File: config.mk
export PLATFORM = sky130hd
export DESIGN_NAME = switch_debounce_tap_detect
export DESIGN_NICKNAME = d
export VERILOG_FILES = /design/src/hdl/sdtd_pkg.sv /design/src/hdl/switch_debounce_tap_detect.sv /design/src/hdl/sdtd_debounce.sv
export VERILOG_INCLUDE_DIRS = /design/src /design/src/hdl
export SDC_FILE = /design/constraint.sdc
export NUM_CORES = 1
export LEC_CHECK = 0
export BUFFER_PORTS_ARGS = -buffer_cell sky130_fd_sc_hd__buf_2
export CAP_MARGIN = 25
export CORE_ASPECT_RATIO = 0.5
export CORE_UTILIZATION = 57
export CTS_BUF_LIST = sky130_fd_sc_hd__clkbuf_4 sky130_fd_sc_hd__clkbuf_8
export DETAILED_ROUTE_END_ITERATION = 16
export PLACE_DENSITY = 0.76
export SETUP_SLACK_MARGIN = 0.3
export SYNTH_ARGS = -nofsm -noshare
export SYNTH_HDL_FRONTEND = slang
export SYNTH_HIERARCHICAL = 1
export SYNTH_SLANG_ARGS = --single-unit
export TNS_END_PERCENT = 5
File: constraint.sdc
create_clock -name aclk -period 8.5 [get_ports aclk]
set_input_delay 1.7 -clock aclk [delete_from_list [all_inputs] [get_ports aclk]]
set_output_delay 1.7 -clock aclk [all_outputs]
set_load 0.02 [all_outputs]
File: src/hdl/switch_debounce_tap_detect_assert.svh
// assertion macros for the switch debounce and tap detect block
`ifndef SWITCH_DEBOUNCE_TAP_DETECT_ASSERT_SVH
`define SWITCH_DEBOUNCE_TAP_DETECT_ASSERT_SVH

`ifndef NO_ASSERTIONS

// same-cycle implication, checked out of reset
`define SDTD_ASSERT_IMPL(label, clk, rstn, ante, cons) \
    label: assert property (@(posedge clk) disable iff (!(rstn)) (ante) |-> (cons)) \
        else $error("sdtd assertion failed");

// next-cycle implication, checked out of reset
`define SDTD_ASSERT_NEXT(label, clk, rstn, ante, cons) \
    label: assert property (@(posedge clk) disable iff (!(rstn)) (ante) |=> (cons)) \
        else $error("sdtd assertion failed");

`else

`define SDTD_ASSERT_IMPL(label, clk, rstn, ante, cons)
`define SDTD_ASSERT_NEXT(label, clk, rstn, ante, cons)

`endif

`endif

File: src/hdl/sdtd_pkg.sv
// shared types and constants for the switch debounce and tap detect block
package sdtd_pkg;

    localparam int PIN_W    = 5;
    localparam int CNT_W    = 8;
    localparam int FLAG_W   = 4;
    localparam int CFG_IDX_W = 3;
    localparam int CFG_DATA_W = 8;
    localparam int S_DATA_W = 16;
    localparam int M_DATA_W = 16;

    localparam logic [CNT_W-1:0] FIRE_SAT = 8'd250;

    // user bank bit positions
    localparam int POWER_BIT = 0;
    localparam int SONG_BIT  = 2;
    localparam int FIRE_BIT  = 3;

    // event flag bit positions
    localparam int FLAG_HELD  = 0;
    localparam int FLAG_TAP   = 1;
    localparam int FLAG_SONG  = 2;
    localparam int FLAG_POWER = 3;

    typedef enum logic [CFG_IDX_W-1:0] {
        CFG_DIP_SELECT_MASK      = 3'd0,
        CFG_DIP_SELECT_TAP_VALUE = 3'd1,
        CFG_DIP_HEAT_MASK        = 3'd2,
        CFG_DIP_DEBOUNCE_TICKS   = 3'd3,
        CFG_SWITCH_DEBOUNCE_TICKS = 3'd4,
        CFG_TAP_MIN_TICKS        = 3'd5,
        CFG_TAP_MAX_TICKS        = 3'd6
    } cfg_index_t;

    localparam logic [PIN_W-1:0] RST_DIP_SELECT_MASK      = 5'd3;
    localparam logic [PIN_W-1:0] RST_DIP_SELECT_TAP_VALUE = 5'd2;
    localparam logic [PIN_W-1:0] RST_DIP_HEAT_MASK        = 5'd4;
    localparam logic [CNT_W-1:0] RST_DIP_DEBOUNCE_TICKS   = 8'd10;
    localparam logic [CNT_W-1:0] RST_SWITCH_DEBOUNCE_TICKS = 8'd15;
    localparam logic [CNT_W-1:0] RST_TAP_MIN_TICKS        = 8'd12;
    localparam logic [CNT_W-1:0] RST_TAP_MAX_TICKS        = 8'd30;

    // per-bank debounce tracking state
    typedef struct packed {
        logic [PIN_W-1:0] cand;
        logic [CNT_W-1:0] cnt;
    } deb_state_t;

endpackage

File: src/hdl/switch_debounce_tap_detect.sv
// top level: switch bank debounce, fire tap and hold timing, sticky events
//
//  channel | dir | fields (lsb first)
//  --------+-----+---------------------------------------------------------------
//  s_      | in  | dip_pins[4:0] user_pins[9:5] clear_tap/song/power [12:10]
//  m_      | out | dip_setting, switch_setting, held, tapped, song, power, pressed
//  cfg_    | in  | write enable, register index, 8-bit data
//
// one request per cycle; each request updates all state in the cycle it is taken
// and its result appears in the output register on the next cycle
// the output register decouples the sides: a new request is taken whenever the
// result register is empty or being drained
// aresetn (synchronous) clears all tracking state and restores register defaults
`include "switch_debounce_tap_detect_assert.svh"

module switch_debounce_tap_detect
    import sdtd_pkg::*;
(
    input  logic                  aclk,
    input  logic                  aresetn,
    input  logic                  s_tvalid,
    output logic                  s_tready,
    // dip_pins[4:0], user_pins[9:5], clear_tap_request[10],
    // clear_song_request[11], clear_power_request[12], zero [15:13]
    input  logic [S_DATA_W-1:0]   s_tdata,
    output logic                  m_tvalid,
    input  logic                  m_tready,
    // dip_setting[4:0], switch_setting[9:5], fire_held[10], fire_tapped[11],
    // song_changed[12], power_requested[13], fire_pressed[14], zero [15]
    output logic [M_DATA_W-1:0]   m_tdata,
    input  logic                  cfg_we,
    input  logic [CFG_IDX_W-1:0]  cfg_addr,
    input  logic [CFG_DATA_W-1:0] cfg_wdata
);

    // configuration
    logic [PIN_W-1:0] sel_mask_reg;
    logic [PIN_W-1:0] sel_tap_reg;
    logic [PIN_W-1:0] heat_mask_reg;
    logic [CNT_W-1:0] dip_ticks_reg;
    logic [CNT_W-1:0] sw_ticks_reg;
    logic [CNT_W-1:0] tap_min_reg;
    logic [CNT_W-1:0] tap_max_reg;

    // tracking state
    logic [PIN_W-1:0]  dip_stable_reg, dip_stable_next;
    deb_state_t        dip_deb_reg, dip_deb_next;
    logic [PIN_W-1:0]  sw_stable_reg, sw_stable_next;
    deb_state_t        sw_deb_reg, sw_deb_next;
    logic [CNT_W-1:0]  fire_cnt_reg, fire_cnt_next;
    logic [FLAG_W-1:0] flags_reg, flags_next;

    logic                m_tvalid_reg;
    logic [M_DATA_W-1:0] m_tdata_reg, m_tdata_next;

    logic             s_accept;
    logic [PIN_W-1:0] dip_raw;
    logic [PIN_W-1:0] user_raw;
    logic             clr_tap;
    logic             clr_song;
    logic             clr_power;
    logic             dip_accept;
    logic             sw_accept;
    logic [PIN_W-1:0] sel;
    logic             fire_enabled;
    logic [PIN_W-1:0] sw_mid;
    logic [CNT_W-1:0] fire_inc;
    logic             fire_pressed;

    assign s_tready = !m_tvalid_reg || m_tready;
    assign s_accept = s_tvalid && s_tready;
    assign m_tvalid = m_tvalid_reg;
    assign m_tdata  = m_tdata_reg;

    // pins are active low
    assign dip_raw   = ~s_tdata[PIN_W-1:0];
    assign user_raw  = ~s_tdata[2*PIN_W-1:PIN_W];
    assign clr_tap   = s_tdata[2*PIN_W];
    assign clr_song  = s_tdata[2*PIN_W+1];
    assign clr_power = s_tdata[2*PIN_W+2];

    sdtd_debounce u_dip_deb (
        .raw        (dip_raw),
        .stable     (dip_stable_reg),
        .state      (dip_deb_reg),
        .ticks      (dip_ticks_reg),
        .state_next (dip_deb_next),
        .accept     (dip_accept)
    );

    assign dip_stable_next = dip_accept ? dip_raw : dip_stable_reg;
    assign sel = dip_stable_next & sel_mask_reg;
    assign fire_enabled = (sel == sel_tap_reg) ||
                          ((sel == sel_mask_reg) && ((dip_stable_next & heat_mask_reg) != '0));
    assign fire_inc = (fire_cnt_reg < FIRE_SAT) ? fire_cnt_reg + CNT_W'(1) : fire_cnt_reg;

    // release inside the window drops the debounced fire bit
    always_comb begin
        sw_mid = sw_stable_reg;
        if (fire_enabled && !user_raw[FIRE_BIT] &&
            fire_cnt_reg >= tap_min_reg && fire_cnt_reg <= tap_max_reg) begin
            sw_mid[FIRE_BIT] = 1'b0;
        end
    end

    // user bank debounce sees the stable pattern after a tap has dropped fire
    sdtd_debounce u_sw_deb (
        .raw        (user_raw),
        .stable     (sw_mid),
        .state      (sw_deb_reg),
        .ticks      (sw_ticks_reg),
        .state_next (sw_deb_next),
        .accept     (sw_accept)
    );

    always_comb begin
        flags_next = flags_reg;
        if (clr_tap) begin
            flags_next[FLAG_HELD] = 1'b0;
            flags_next[FLAG_TAP]  = 1'b0;
        end
        if (clr_song) begin
            flags_next[FLAG_SONG] = 1'b0;
        end
        if (clr_power) begin
            flags_next[FLAG_POWER] = 1'b0;
        end

        fire_cnt_next = '0;
        if (fire_enabled) begin
            if (user_raw[FIRE_BIT]) begin
                fire_cnt_next = fire_inc;
                if (fire_inc == tap_min_reg) begin
                    flags_next[FLAG_HELD] = 1'b1;
                end else if (fire_inc == tap_max_reg) begin
                    flags_next[FLAG_HELD] = 1'b0;
                    flags_next[FLAG_TAP]  = 1'b0;
                end
            end else if (fire_cnt_reg >= tap_min_reg && fire_cnt_reg <= tap_max_reg) begin
                // release inside the window counts as a tap
                flags_next[FLAG_TAP] = 1'b1;
            end
        end else begin
            flags_next[FLAG_HELD] = 1'b0;
            flags_next[FLAG_TAP]  = 1'b0;
        end

        sw_stable_next = sw_mid;
        if (sw_accept) begin
            if (user_raw[SONG_BIT] != sw_mid[SONG_BIT]) begin
                flags_next[FLAG_SONG] = 1'b1;
            end
            if (user_raw[POWER_BIT] && !sw_mid[POWER_BIT]) begin
                flags_next[FLAG_POWER] = 1'b1;
            end
            if (!user_raw[POWER_BIT] && sw_mid[POWER_BIT]) begin
                flags_next[FLAG_POWER] = 1'b0;
            end
            sw_stable_next = user_raw;
        end

        fire_pressed = sw_stable_next[FIRE_BIT] && !flags_next[FLAG_HELD];
        m_tdata_next = {1'b0, fire_pressed, flags_next, sw_stable_next, dip_stable_next};
    end

    always_ff @(posedge aclk) begin
        if (!aresetn) begin
            sel_mask_reg  <= RST_DIP_SELECT_MASK;
            sel_tap_reg   <= RST_DIP_SELECT_TAP_VALUE;
            heat_mask_reg <= RST_DIP_HEAT_MASK;
            dip_ticks_reg <= RST_DIP_DEBOUNCE_TICKS;
            sw_ticks_reg  <= RST_SWITCH_DEBOUNCE_TICKS;
            tap_min_reg   <= RST_TAP_MIN_TICKS;
            tap_max_reg   <= RST_TAP_MAX_TICKS;
        end else if (cfg_we) begin
            case (cfg_addr)
                CFG_DIP_SELECT_MASK:       sel_mask_reg  <= cfg_wdata[PIN_W-1:0];
                CFG_DIP_SELECT_TAP_VALUE:  sel_tap_reg   <= cfg_wdata[PIN_W-1:0];
                CFG_DIP_HEAT_MASK:         heat_mask_reg <= cfg_wdata[PIN_W-1:0];
                CFG_DIP_DEBOUNCE_TICKS:    dip_ticks_reg <= cfg_wdata;
                CFG_SWITCH_DEBOUNCE_TICKS: sw_ticks_reg  <= cfg_wdata;
                CFG_TAP_MIN_TICKS:         tap_min_reg   <= cfg_wdata;
                CFG_TAP_MAX_TICKS:         tap_max_reg   <= cfg_wdata;
                default: ;
            endcase
        end
    end

    always_ff @(posedge aclk) begin
        if (!aresetn) begin
            dip_stable_reg <= '0;
            dip_deb_reg    <= '0;
            sw_stable_reg  <= '0;
            sw_deb_reg     <= '0;
            fire_cnt_reg   <= '0;
            flags_reg      <= '0;
        end else if (s_accept) begin
            dip_stable_reg <= dip_stable_next;
            dip_deb_reg    <= dip_deb_next;
            sw_stable_reg  <= sw_stable_next;
            sw_deb_reg     <= sw_deb_next;
            fire_cnt_reg   <= fire_cnt_next;
            flags_reg      <= flags_next;
        end
    end

    always_ff @(posedge aclk) begin
        if (!aresetn) begin
            m_tvalid_reg <= 1'b0;
        end else if (s_accept) begin
            m_tvalid_reg <= 1'b1;
        end else if (m_tready) begin
            m_tvalid_reg <= 1'b0;
        end
    end

    always_ff @(posedge aclk) begin
        if (s_accept) begin
            m_tdata_reg <= m_tdata_next;
        end
    end

    `SDTD_ASSERT_IMPL(a_fire_cnt_sat, aclk, aresetn, 1'b1, fire_cnt_reg <= FIRE_SAT)
    `SDTD_ASSERT_NEXT(a_accept_gives_result, aclk, aresetn, s_accept, m_tvalid)
    `SDTD_ASSERT_IMPL(a_dip_cnt_pending, aclk, aresetn, dip_deb_reg.cnt != '0, dip_deb_reg.cand != dip_stable_reg)
    `SDTD_ASSERT_IMPL(a_pressed_not_held, aclk, aresetn, m_tvalid, !(m_tdata[14] && m_tdata[10]))

endmodule

File: src/hdl/sdtd_debounce.sv
// next-state logic for one debounced switch bank
module sdtd_debounce
    import sdtd_pkg::*;
(
    input  logic [PIN_W-1:0] raw,
    input  logic [PIN_W-1:0] stable,
    input  deb_state_t       state,
    input  logic [CNT_W-1:0] ticks,
    output deb_state_t       state_next,
    output logic             accept
);

    logic [CNT_W-1:0] cnt_base;
    logic [CNT_W-1:0] cnt_inc;

    always_comb begin
        cnt_base = (raw != state.cand) ? '0 : state.cnt;
        cnt_inc  = cnt_base + CNT_W'(1);
        accept   = 1'b0;
        if (raw == stable) begin
            state_next.cand = state.cand;
            state_next.cnt  = '0;
        end else begin
            state_next.cand = raw;
            // a tick setting of zero accepts after one tick, like one
            if (cnt_inc >= ticks) begin
                accept         = 1'b1;
                state_next.cnt = '0;
            end else begin
                state_next.cnt = cnt_inc;
            end
        end
    end

endmodule
==> flow_summary.ini <==
[yosys]
synth_top_family_by_area = simple AND/OR/NAND/NOR gates
synth_cell_types = 66
ys_seq_elements = 111
syn_nets = 845
synth-xor-area-share = 0.0685
synthCells = 778
synth_compound_area_frac = 0.169
ys_seq_area_frac = 0.364
yosys.area_share.simple = 0.236
syn_area_um2 = 6520
netlist.area_leader.share = 0.295
async_reset_ff_frac = 0
synth_adder_area_share = 0.0671
yosysWarnings = 6
synth_edf_count = 15
ys.flop_type = dfxtp_1
synth_area_leaders = dfxtp_1 29%, nand2_1 9.4%, edfxtp_1 6.9%
synthDominantAreaCellType = dfxtp_1
synth_area_per_cell_um2 = 8.39
synth_mux_area_frac = 0.0414

[cts]
clock_path_buffers = 2
cts_tree = done
clockRootBuffer = clkbuf_8
htreeDepth = 3
cts_sinks = 111
post_cts_buffers = 0
cts_made_buffers = 9
clkTransAtPathRegs_ps = 110
cts-resized-gates = 0
hold_buffers = 0
insertion_delay_ps = 380

[sta]
period_minus_slack_ps = 7420
holdWs_ps = 477
final.setup.tns_ps = 0
slew_headroom = 0.337
fin_ws_ps = 1080
rsz0062_at_grt = false
fin_skew_ps = 10.3
finalHoldViolCount = 0
maxSlewViolCount = 0
max_freq_mhz = 135
finalSetupViolCount = 0
min_period_over_period = 0.873
tightest_slew_ps = 987

[job]
maxCapViolations = 0

[grt]
first_global_vias = 5092
antenna_found_initial = 0
gr-total-overflow = 0
grt_max_degree = 99
grt_usage = 0.259
grt_pass1_wl_mm = 24.6

[finish]
areaGrowthSynthToFinish_pct = 7.12
largest_reg_flops = 15
drive_gt1_frac = 0.119
antenna_cells = 0
final_common_cell = nand2_1
nNetsFinal = 874
layout_common_cells = 164 x nand2_1, 96 x dfxtp_1, 57 x a21boi_0

[floorplan]
initial_core_util = 0.589
fp.dieH_um = 77.7
dieArea_um2 = 11900
io_pins = 50
core_region_area_um2 = 11100
rows = 27
fp.dieW_um = 153

[pwr]
irDropWorstVdd_v = 0.0000739
p_int_uw = 686
switching_power_uw = 257
pwr-share-comb = 0.105
switching_share = 0.273
power.leakage_uw = 0.00280
pwr-share-clk = 0.310
pwr-share-seq = 0.585
p_per_area_nw_per_um2 = 135

[place]
gp_congestion = 0.906
place_ws_ps = 800
dp_hpwl_mm = 10.2
io_buffers = 45

[worst_hold_path]
hold_path_end = tap_max_reg[6]$_SDFFE_PN0P_
hold_start = tap_max_reg[6]$_SDFFE_PN0P_
min_path_type = flop to flop
hold_path_depth = 2

[setup_path]
crit_slowest_cell = nor2b_1
cp_top_family = simple AND/OR/NAND/NOR gates
r2r_start = dip_deb_reg[8]$_SDFFE_PN0P_
cp.required_ps = 8800
worstRegToRegCells = 27
worstPathMaxFanout = 12
r2r_end = sw_stable_reg[4]$_SDFFE_PN0P_
crit_type = input port to flop
endpoint_kind = flop
r2r_slack_ps = 2250
path_buf_inv = 4
arrival_ps = 7720
start_kind = input port
cpPeakStageDelay_ps = 600

[detailed_routing]
drt-wirelength-per-cell_um = 15.0
drc = 0
drt_iter0_drc = 236
dr_total_vias = 5283
dr.pass1.iters = 5
avgViaCountPerCell = 5.52
routed_wl_mm = 14.3
ant_nets = 0

[run_status]
outcome = complete, no violations
==> synthesized netlist by cell type, types with 20 or more instances <==
cell      instances
ha_1             35
nor2_1           41
nand3_1          25
xnor2_1          20
dfxtp_1          96
nor2b_1          21
clkbuf_1         24
a21oi_1          21
xor2_1           31
a21boi_0         57
nand2_1         164
inv_1            50
==> worst max-delay path by stage <==
stage | start | endpoint | cells after the start
finish | s_tdata[1] | sw_stable_reg[4]$_SDFFE_PN0P_ | 29
CTS | s_tdata[2] | flags_reg[3]$_SDFFE_PN0P_ | 29
global placement | s_tdata[2] | flags_reg[3]$_SDFFE_PN0P_ | 29
global route | s_tdata[3] | flags_reg[3]$_SDFFE_PN0P_ | 29
detailed placement | s_tdata[2] | flags_reg[3]$_SDFFE_PN0P_ | 29
floorplan | s_tdata[0] | flags_reg[3]$_SDFFE_PN0P_ | 30
==> final cells by class <==
cell class / count / area (um^2)
clock inverter: 7 / 46.3
sequential: 111 / 2370
inverter: 52 / 195
tap: 145 / 181
timing repair buffer: 51 / 270
clock buffer: 9 / 124
multi-input combinational: 582 / 3800
fill: 957 / 4090
==> power groups by stage <==
stage | Sequential [uW] | Clock (uW) | Combinational, uW
after floorplan | 567 | 0 | 63.3
after global placement | 564 | 0 | 96.6
after detailed placement | 564 | 0 | 98.8
after CTS | 552 | 298 | 99.1
after global routing | 554 | 321 | 109
final | 552 | 292 | 98.9
==> layer usage <==
| metal | up-vias | part of all wire | global-route usage |
|---|---|---|---|
| met5 | - | 0 | 0 |
| met4 | 0 | 0.0072 | 0.0606 |
| met3 | 7 | 0.034 | 0.0441 |
| met2 | 83 | 0.47 | 0.439 |
| met1 | 2487 | 0.49 | 0.345 |
| li1 | 2706 | - | - |
==> logic make-up after synthesis <==
| group | Yosys count |
|---|---|
| and+or+nand+nor | 323 |
| AOI/OAI and AO/OA | 147 |
| buffers and inverters | 85 |
| adders and majority gates | 35 |
| other | 1 |
| muxes | 25 |
| xor gates and xnor gates | 51 |
| DFF | 111 |
==> through the flow <==
stage | power [uW] | area, um^2 | utilization | std cells
after floorplan | 631 | 6520 | - | 778
after global placement | 660 | 6820 | 0.615 | 941
after detailed placement | 663 | 6820 | 0.615 | 941
after CTS | 950 | 6990 | 0.631 | 957
after global routing | 984 | 6990 | 0.631 | 957
final | 944 | 6990 | 0.631 | 957
==> tightest hold or removal path: stages (launching register included) <==
cell and delay [ps]:
dfxtp_1 320, nand2_1 50, a21boi_0 70
Note: power is estimated with default switching activity, not from simulation.
